File: config.mk
export PLATFORM = sky130hd
export DESIGN_NAME = cbf_front
export DESIGN_NICKNAME = d
export VERILOG_FILES = /design/src/hw/rtl/counting_bloom_filter_defines.svh /design/src/hw/rtl/cbf_pkg.sv /design/src/hw/rtl/cbf_front.sv
export SDC_FILE = /design/constraint.sdc
export NUM_CORES = 1
export LEC_CHECK = 0
export BUFFER_PORTS_ARGS = -buffer_cell sky130_fd_sc_hd__buf_2
export CORE_ASPECT_RATIO = 0.75
export CORE_UTILIZATION = 56
export DETAILED_ROUTE_END_ITERATION = 8
export HOLD_SLACK_MARGIN = 0.15
export PLACE_DENSITY = 0.82
export SETUP_SLACK_MARGIN = 0.05
export SLEW_MARGIN = 40
export SYNTH_ARGS = -nofsm -noshare
export SYNTH_HDL_FRONTEND = slang
export SYNTH_SLANG_ARGS = --single-unit
File: constraint.sdc
create_clock -name clk -period 11.7 [get_ports clk]
set_input_delay 0.585 -clock clk [delete_from_list [all_inputs] [get_ports clk]]
set_output_delay 0.585 -clock clk [all_outputs]
set_load 0.03 [all_outputs]
File: src/hw/rtl/counting_bloom_filter_defines.svh
// assertion helpers used by cbf_back
`ifndef COUNTING_BLOOM_FILTER_DEFINES_SVH
`define COUNTING_BLOOM_FILTER_DEFINES_SVH

`ifndef SYNTHESIS
`define CBF_ASSERT(lbl, prop) \
    lbl: assert property (@(posedge clk) disable iff (!rst_n) prop) \
        else $error("counting bloom filter check failed");
`define CBF_ASSERT_IMPL(lbl, ante, cons) \
    `CBF_ASSERT(lbl, (ante) |-> (cons))
`else
`define CBF_ASSERT(lbl, prop)
`define CBF_ASSERT_IMPL(lbl, ante, cons)
`endif

`endif

File: src/hw/rtl/cbf_pkg.sv
package cbf_pkg;

    localparam int DEF_TABLE_DEPTH = 1024;
    localparam int DEF_MAX_HASHES  = 8;

    localparam int IDX_W        = 10;
    localparam int NUM_IDX      = 8;
    localparam int IDXSEL_W     = $clog2(NUM_IDX);
    localparam int IDX_FIELDS_W = IDX_W * NUM_IDX;
    localparam int OP_W         = 2;
    localparam int CNT_W        = 32;
    localparam int NH_W         = 4;
    localparam int MODE_W       = 2;
    localparam int CFG_IDX_W    = 1;
    localparam int CFG_DW       = 4;
    localparam int STATUS_W     = 2;
    localparam int OUT_DW       = 8;
    localparam int QUEUE_DEPTH  = 2;

    // operation codes
    localparam logic [OP_W-1:0] OP_ADD    = 2'd0;
    localparam logic [OP_W-1:0] OP_REMOVE = 2'd1;
    localparam logic [OP_W-1:0] OP_TEST   = 2'd2;

    // result status codes
    localparam logic [STATUS_W-1:0] STATUS_OK        = 2'd0;
    localparam logic [STATUS_W-1:0] STATUS_ABSENT    = 2'd1;
    localparam logic [STATUS_W-1:0] STATUS_UNDERFLOW = 2'd2;

    // counter width modes
    localparam logic [MODE_W-1:0] MODE_8  = 2'd0;
    localparam logic [MODE_W-1:0] MODE_16 = 2'd1;

    localparam logic [CNT_W-1:0] MASK_8  = 32'h0000_00FF;
    localparam logic [CNT_W-1:0] MASK_16 = 32'h0000_FFFF;
    localparam logic [CNT_W-1:0] MASK_32 = 32'hFFFF_FFFF;

    // configuration register indexes
    localparam logic [CFG_IDX_W-1:0] REG_NUM_HASHES   = 1'b0;
    localparam logic [CFG_IDX_W-1:0] REG_COUNTER_MODE = 1'b1;

    localparam logic [NH_W-1:0]   DEF_NUM_HASHES   = 4'd4;
    localparam logic [MODE_W-1:0] DEF_COUNTER_MODE = 2'd2;

    typedef enum logic [1:0] {
        KIND_ADD,
        KIND_REMOVE,
        KIND_TEST
    } kind_t;

    typedef struct packed {
        kind_t                             kind;
        logic [NUM_IDX-1:0][IDX_W-1:0]     idx;
    } cmd_t;

    typedef struct packed {
        logic [NH_W-1:0]   num_hashes;
        logic [MODE_W-1:0] counter_mode;
    } cfg_t;

    typedef struct packed {
        logic clearing;
    } back_stat_t;

endpackage

File: src/hw/rtl/cbf_front.sv
module cbf_front
    import cbf_pkg::*;
(
    input  logic                    clk,
    input  logic                    rst_n,
    input  logic                    s_tvalid,
    output logic                    s_tready,
    input  logic [IDX_FIELDS_W-1:0] s_tdata,   // index_0 .. index_7, 10 bits each
    input  logic [OP_W-1:0]         s_tuser,   // operation
    input  back_stat_t              stat,
    output logic                    cmd_valid,
    input  logic                    cmd_ready,
    output cmd_t                    cmd
);

    localparam int QPW = (QUEUE_DEPTH > 1) ? $clog2(QUEUE_DEPTH) : 1;
    localparam int QCW = $clog2(QUEUE_DEPTH + 1);

    cmd_t              queue_mem [QUEUE_DEPTH];
    logic [QPW-1:0]    wr_ptr_reg;
    logic [QPW-1:0]    rd_ptr_reg;
    logic [QCW-1:0]    count_reg;
    cmd_t              new_cmd;
    logic              push;
    logic              pop;

    // op three acts as a test
    always_comb
    begin
        new_cmd.idx = s_tdata;
        unique case (s_tuser)
            OP_ADD:    new_cmd.kind = KIND_ADD;
            OP_REMOVE: new_cmd.kind = KIND_REMOVE;
            default:   new_cmd.kind = KIND_TEST;
        endcase
    end

    assign s_tready  = !stat.clearing && (count_reg != QCW'(QUEUE_DEPTH));
    assign push      = s_tvalid && s_tready;
    assign cmd_valid = (count_reg != '0);
    assign pop       = cmd_valid && cmd_ready;
    assign cmd       = queue_mem[rd_ptr_reg];

    always_ff @(posedge clk)
    begin
        if (push)
        begin
            queue_mem[wr_ptr_reg] <= new_cmd;
        end
    end

    always_ff @(posedge clk or negedge rst_n)
    begin
        if (!rst_n)
        begin
            wr_ptr_reg <= '0;
            rd_ptr_reg <= '0;
            count_reg  <= '0;
        end
        else
        begin
            if (push)
            begin
                wr_ptr_reg <= (wr_ptr_reg == QPW'(QUEUE_DEPTH - 1)) ? '0 : wr_ptr_reg + 1'b1;
            end
            if (pop)
            begin
                rd_ptr_reg <= (rd_ptr_reg == QPW'(QUEUE_DEPTH - 1)) ? '0 : rd_ptr_reg + 1'b1;
            end
            if (push && !pop)
            begin
                count_reg <= count_reg + 1'b1;
            end
            else if (pop && !push)
            begin
                count_reg <= count_reg - 1'b1;
            end
        end
    end

endmodule

==> flow_metrics.tcl, run 1 <==
set metrics [dict create \
    netlist_instances 275 \
    postSynthAreaPerCell_sq_um 23.4 \
    netlist_area_sq_um 6430 \
    cts_resized 0 \
    rr_startpoint "count_reg[1]" \
    layout_common_cells "buf_2, edfxtp_1, mux2_4" \
    worst_setup_path_end_kind "output port" \
    layout-area-overhead-vs-synth_pct 25.8 \
    die_height_um 94.8 \
    cp.arrival_ns 2.57 \
    cts.clk_slew.worst_paths_ns 0.06 \
    cts.sinks 168 \
    crit_type "reg2out" \
    core_area_sq_um 11100 \
    status "completed" \
    synth.top_cells.by_area "edfxtp_1, mux2_4, mux2_2" \
    die_x_um 126 \
    slew_violations 0 \
    grt_max_degree 48 \
    post-place-cells 581 \
    crit_fanout 37 \
    synth_area_leader_cell "edfxtp_1" \
    synth_seq_cells 168 \
    io_buffers 170 \
    ant_nets 0 \
    grtUsageMet1 0.222 \
    met3_usage 0.0657 \
    fin_crit_sh 0.269 \
    hold_class "in2reg" \
    clock_latency_ns 0.42 \
    slew_headroom 0.568 \
    synth_seq_area_share 0.781 \
    clock_skew_ns 0.00949 \
    cts_max_level 4 \
    cts_tree "yes" \
    cp.buffers_inverters 3 \
    final_common_cell "buf_2" \
    crit_family "buffers and inverters" \
    drt_wl_total_mm 10.5 \
    busiest_layer "met2" \
    ctsLongestPathBuffers 2 \
    drive_gt1_frac 0.619 \
    synth_top_area_frac 0.766 \
    layout.cells.non_filler 615 \
    cp-start-kind "flop" \
    max_clock_freq_mhz 317 \
    antenna_found_initial 0 \
    use_met2 0.293 \
    peakVddDrop_mv 0.149 \
    wl_per_cell_um 17.0 \
    ys_warn_count 0 \
    overflow 0 \
    grt_pass1_vias 3147 \
    cts-root-buf "clkbuf_16" \
    crit_chain "buf_4, buf_12, mux2_2, buf_2" \
    rsz0062_at_grt "no" \
    start_util 0.581 \
    place_congestion 0.722 \
    period_needed_ns 3.15 \
    hold_start "s_tdata[65]" \
    numCtsBuffers 17 \
    viasPerCell 5.05 \
    dp_hpwl_mm 6.88 \
    power.density_nw_per_um2 248 \
    drtIter0Drc 173 \
    power.static_leakage_uw 0.00323 \
    worst_pin_slew_ns 0.648 \
    setup_viol 0 \
    drcViolationCount 0 \
    slowest_stage "dfrtp_4" \
    ys_types 17 \
    io_pins 171 \
    antenna_cells 0 \
    crit_path_start "rd_ptr_reg" \
    grt_pass1_wl_mm 15.9 \
    hold_viol 0 \
    maxCapViolCount 0 \
    grt.total_usage 0.184 \
    setup-tns-final_ns 0 \
    required_ns 11.12 \
    num_vias 3104 \
    slowest_delay_ns 0.82 \
    synth_nets 363 \
    final_nets 550 \
    num_rows 33 \
    largest_register_ffs 164 \
    design.die.area_sq_um 11900 \
    drtPass1Iterations 4 \
]
stage by stage:
stage                util  power (uW)  area, sq um  hold WS [ns]  setup slack [ns]
CTS                 0.729        2020         8070         0.331              8.40
detailed placement  0.676        1480         7480         0.402              8.87
global route        0.731        2090         8090         0.336              8.48
global placement    0.667        1460         7390         0.394              8.69
finish              0.731        2010         8090         0.348              8.55
floorplan               -        1340         6430         0.289              6.68
synthesized netlist by cell type, drive strengths merged:
| master | instances |
|---|---|
| nand2 | 1 |
| clkbuf | 1 |
| nor2b | 3 |
| edfxtp | 164 |
| or2 | 1 |
| xnor2 | 2 |
| and2 | 1 |
| mux2 | 82 |
| ha | 1 |
| xor2 | 3 |
| nor2 | 2 |
| dfrtp | 4 |
| buf | 9 |
| nor3b | 1 |
logic make-up after synthesis:
family | count (synthesis) | share of synthesized area
flip-flops | 168 | 0.781
multiplexers | 82 | 0.184
buffers and inverters | 10 | 0.0154
AND/OR/NAND/NOR | 9 | 0.00993
XOR/XNOR | 5 | 0.00681
adder cells (fa/ha/maj) | 1 | 0.00195
final timing paths:
check                                   endpoint  slack [ns]  cells past startpoint
max in group asynchronous             rd_ptr_reg       11.05                      2
min in group asynchronous           count_reg[0]        0.50                      2
worst max-delay path                     cmd[71]        8.55                      4
worst min register to register      count_reg[1]        0.48                      1
worst max register to register  queue_mem[0][25]        9.54                      4
worst min-delay path            queue_mem[0][65]        0.35                      1
area by class of cell:
class	count	area, sq um
tap	140	175
clock inverter	14	146
sequential	168	5030
fill	689	2980
clock buffer	18	429
timing repair buffer	178	991
multi-input combinational	97	1320
metal layers:
metal,up-vias,wire length [um]
li1,1465,-
met1,1488,4400
met2,134,4980
met3,17,900
met4,0,193
met5,-,0
power by group:
part | switching (uW) | internal [uW]
registers | 53.7 | 750
logic | 384 | 284
clock network | 222 | 316
total | 659 | 1350
repair_timing:
action,4_1_cts,5_1_grt
setup buffers,0,0
hold buffers,1,0
hold endpoints to repair,4,0
worst reg2reg max path, delay by kind of cell, from the launching register on:
| family | cells | cell delay (ns) |
|---|---|---|
| buf+inv | 1 | 0.54 |
| flops | 1 | 0.39 |
| simple gates | 3 | 0.84 |
(Power assumes the default switching activity.)
==> run 2, diff against run 1 <==
ABC_AREA = 1   (was default)
CORE_UTILIZATION = 52   (was 56)
PLACE_DENSITY = 0.77   (was 0.82)
clock period = 2.92 ns   (was 11.7 ns; I/O delays follow)
==> flow_metrics.tcl, run 2 <==
set metrics [dict create \
    rsz0062_at_grt "no" \
    clock_latency_ns 0.41 \
    grtUsageMet1 0.267 \
    cts_setup_buffers 0 \
    ys_warn_count 0 \
    clock_skew_ns 0.00620 \
    required_ns 2.77 \
    maxCapViolCount 0 \
    core_area_sq_um 11700 \
    p_seq_frac 0.366 \
    period_needed_ns 2.12 \
    grt.total_usage 0.232 \
    power.static_leakage_uw 0.00376 \
    overflow 0 \
    synth_common_cells "nand2_1, edfxtp_1, buf_6" \
    peakVddDrop_mv 0.612 \
    cp.arrival_ns 1.97 \
    async_flop_share 0.0238 \
    wl_per_cell_um 15.5 \
    path_common_cell "nand2_1" \
    num_vias 4378 \
    drive_gt1_frac 0.282 \
    synth_seq_area_share 0.801 \
    postSynthAreaPerCell_sq_um 13.5 \
    whs_path_depth 5 \
    rr_startpoint "count_reg[0]" \
    crit_path_start "rd_ptr_reg" \
    die_height_um 97.1 \
    layout_common_cells "nand2_1, buf_2, edfxtp_1" \
    switching_power_uw 3200 \
    setup_viol 0 \
    p_int_uw 5220 \
    cp-start-kind "flop" \
    drcViolationCount 0 \
    drtPass1Iterations 4 \
    crit_chain "inv_2, buf_4, nand2_1, nand2_1, buf_2" \
    slew_headroom 0.584 \
    antenna_found_initial 0 \
    design.die.area_sq_um 12500 \
    io_buffers 170 \
    netlist_instances 464 \
    hold_ws_ns 0.199 \
    synth_area_leader_cell "edfxtp_1" \
    fin_crit_sh 0.725 \
    antenna_cells 0 \
    setup-tns-final_ns 0 \
    cts-root-buf "clkbuf_16" \
    p_clk_frac 0.275 \
    hold_start "stat" \
    synth_seq_cells 168 \
    met3_usage 0.0633 \
    slowest_delay_ns 0.42 \
    viasPerCell 4.85 \
    synth.top_cells.by_area "edfxtp_1, nand2_1, buf_6" \
    synth_nets 552 \
    synth_edf_count 164 \
    cts.clk_slew.worst_paths_ns 0.06 \
    ant_nets 0 \
    max_clock_freq_mhz 473 \
    cts.sinks 168 \
    start_util 0.538 \
    die_x_um 129 \
    numCtsBuffers 17 \
    grt_pass1_wl_mm 21.3 \
    p_comb_frac 0.360 \
    final_nets 816 \
    worst_pin_slew_ns 0.624 \
    cts_max_level 4 \
    r2r_cells 5 \
    final_common_cell "nand2_1" \
    yosysMostFrequentCell "nand2_1" \
    crit_fanout 26 \
    grt_pass1_vias 4395 \
    layout-area-overhead-vs-synth_pct 38.9 \
    slowest_stage "dfrtp_2" \
    fillCellCount 738 \
    grt_max_degree 84 \
    ys_types 15 \
    num_rows 34 \
    synth_ff_type "edfxtp_1" \
    slew_violations 0 \
    hold_class "in2reg" \
    hold_viol 0 \
    ctsLongestPathBuffers 2 \
    cts_tree "yes" \
    use_met2 0.405 \
    busiest_layer "met2" \
    power.density_nw_per_um2 966 \
    place_congestion 0.752 \
    crit_type "reg2out" \
    switching_share 0.380 \
    synth_top_area_frac 0.785 \
    drt_wl_total_mm 14.0 \
    status "completed" \
    dp_hpwl_mm 7.89 \
    largest_register_ffs 164 \
    netlist_area_sq_um 6270 \
    io_pins 171 \
    worst_setup_path_end_kind "output port" \
    drtIter0Drc 290 \
]
-- run 2: cell count changes after synthesis, sizes merged, moves of 3 or more --
cell	change
inv	+10
mux2	-82
nand2	+256
nand3	+3
buf	+9
xor2	-3
nor2b	-3
-- run 2: logic make-up (layout without fill, tap and decap cells) --
group	count (synthesis)	in the layout	share of synthesized area
DFF	168	168	0.801
xor gates and xnor gates	1	1	0.00140
buffers and inverters	29	306	0.0357
and+or+nand+nor	264	264	0.159
adders and majority gates	1	1	0.00199
AOI/OAI and AO/OA	1	1	0.000797
-- run 2: timing repair --
item / CTS / global route
hold buffers: 87 / 0
resized for setup: 0 / 0
endpoints found under the hold margin: 170 / 0
-- run 2: worst paths after layout --
check	end	slack (ns)
max in group asynchronous	rd_ptr_reg	2.08
max reg2reg	queue_mem[0][56]	1.11
max	cmd[41]	0.80
min	wr_ptr_reg	0.20
min reg2reg	wr_ptr_reg	0.48
min in group asynchronous	count_reg[1]	0.64
-- run 2: worst max-delay path, delay by kind of cell, from the launching register on --
kind	cells	cell delay, ns
AND/OR/NAND/NOR	2	0.20
flip-flops	1	0.42
buffers and inverters	3	0.93
-- run 2: final cells by class --
class,count,area [sq um],area share
multi-input cells,267,1030,0.119
clock inverters,12,175,0.0201
repair buffers,264,1800,0.207
flip-flops and latches,168,5030,0.577
well taps,162,203,0.0233
inverters,10,38.8,0.00445
clock buffers,20,437,0.0501
-- run 2: power groups by stage --
stage / logic [uW] / registers, uW / clock network [uW]
floorplan: 2190 / 3120 / 0
detailed placement: 2930 / 3120 / 0
finish: 3030 / 3080 / 2310
global route: 3260 / 3100 / 2430
global placement: 2890 / 3110 / 0
CTS: 3030 / 3080 / 2340
-- run 2: metrics by stage --
step,worst slack [ns],instance area (sq um),utilization,total power (uW),instances
5_1_grt,0.683,8720,0.748,8790,903
2_1_floorplan,0.281,6280,-,5310,464
3_3_place_gp,1.17,7230,0.620,6000,784
3_5_place_dp,1.14,7230,0.620,6050,784
4_1_cts,0.768,8710,0.747,8440,903
6_report,0.804,8720,0.748,8420,903
-- run 2: layer usage --
metal | part of all wire | vias up
met1 | 0.40 | 2074
met2 | 0.51 | 192
met4 | 0.018 | 0
met3 | 0.074 | 20
met5 | 0 | -
li1 | - | 2092
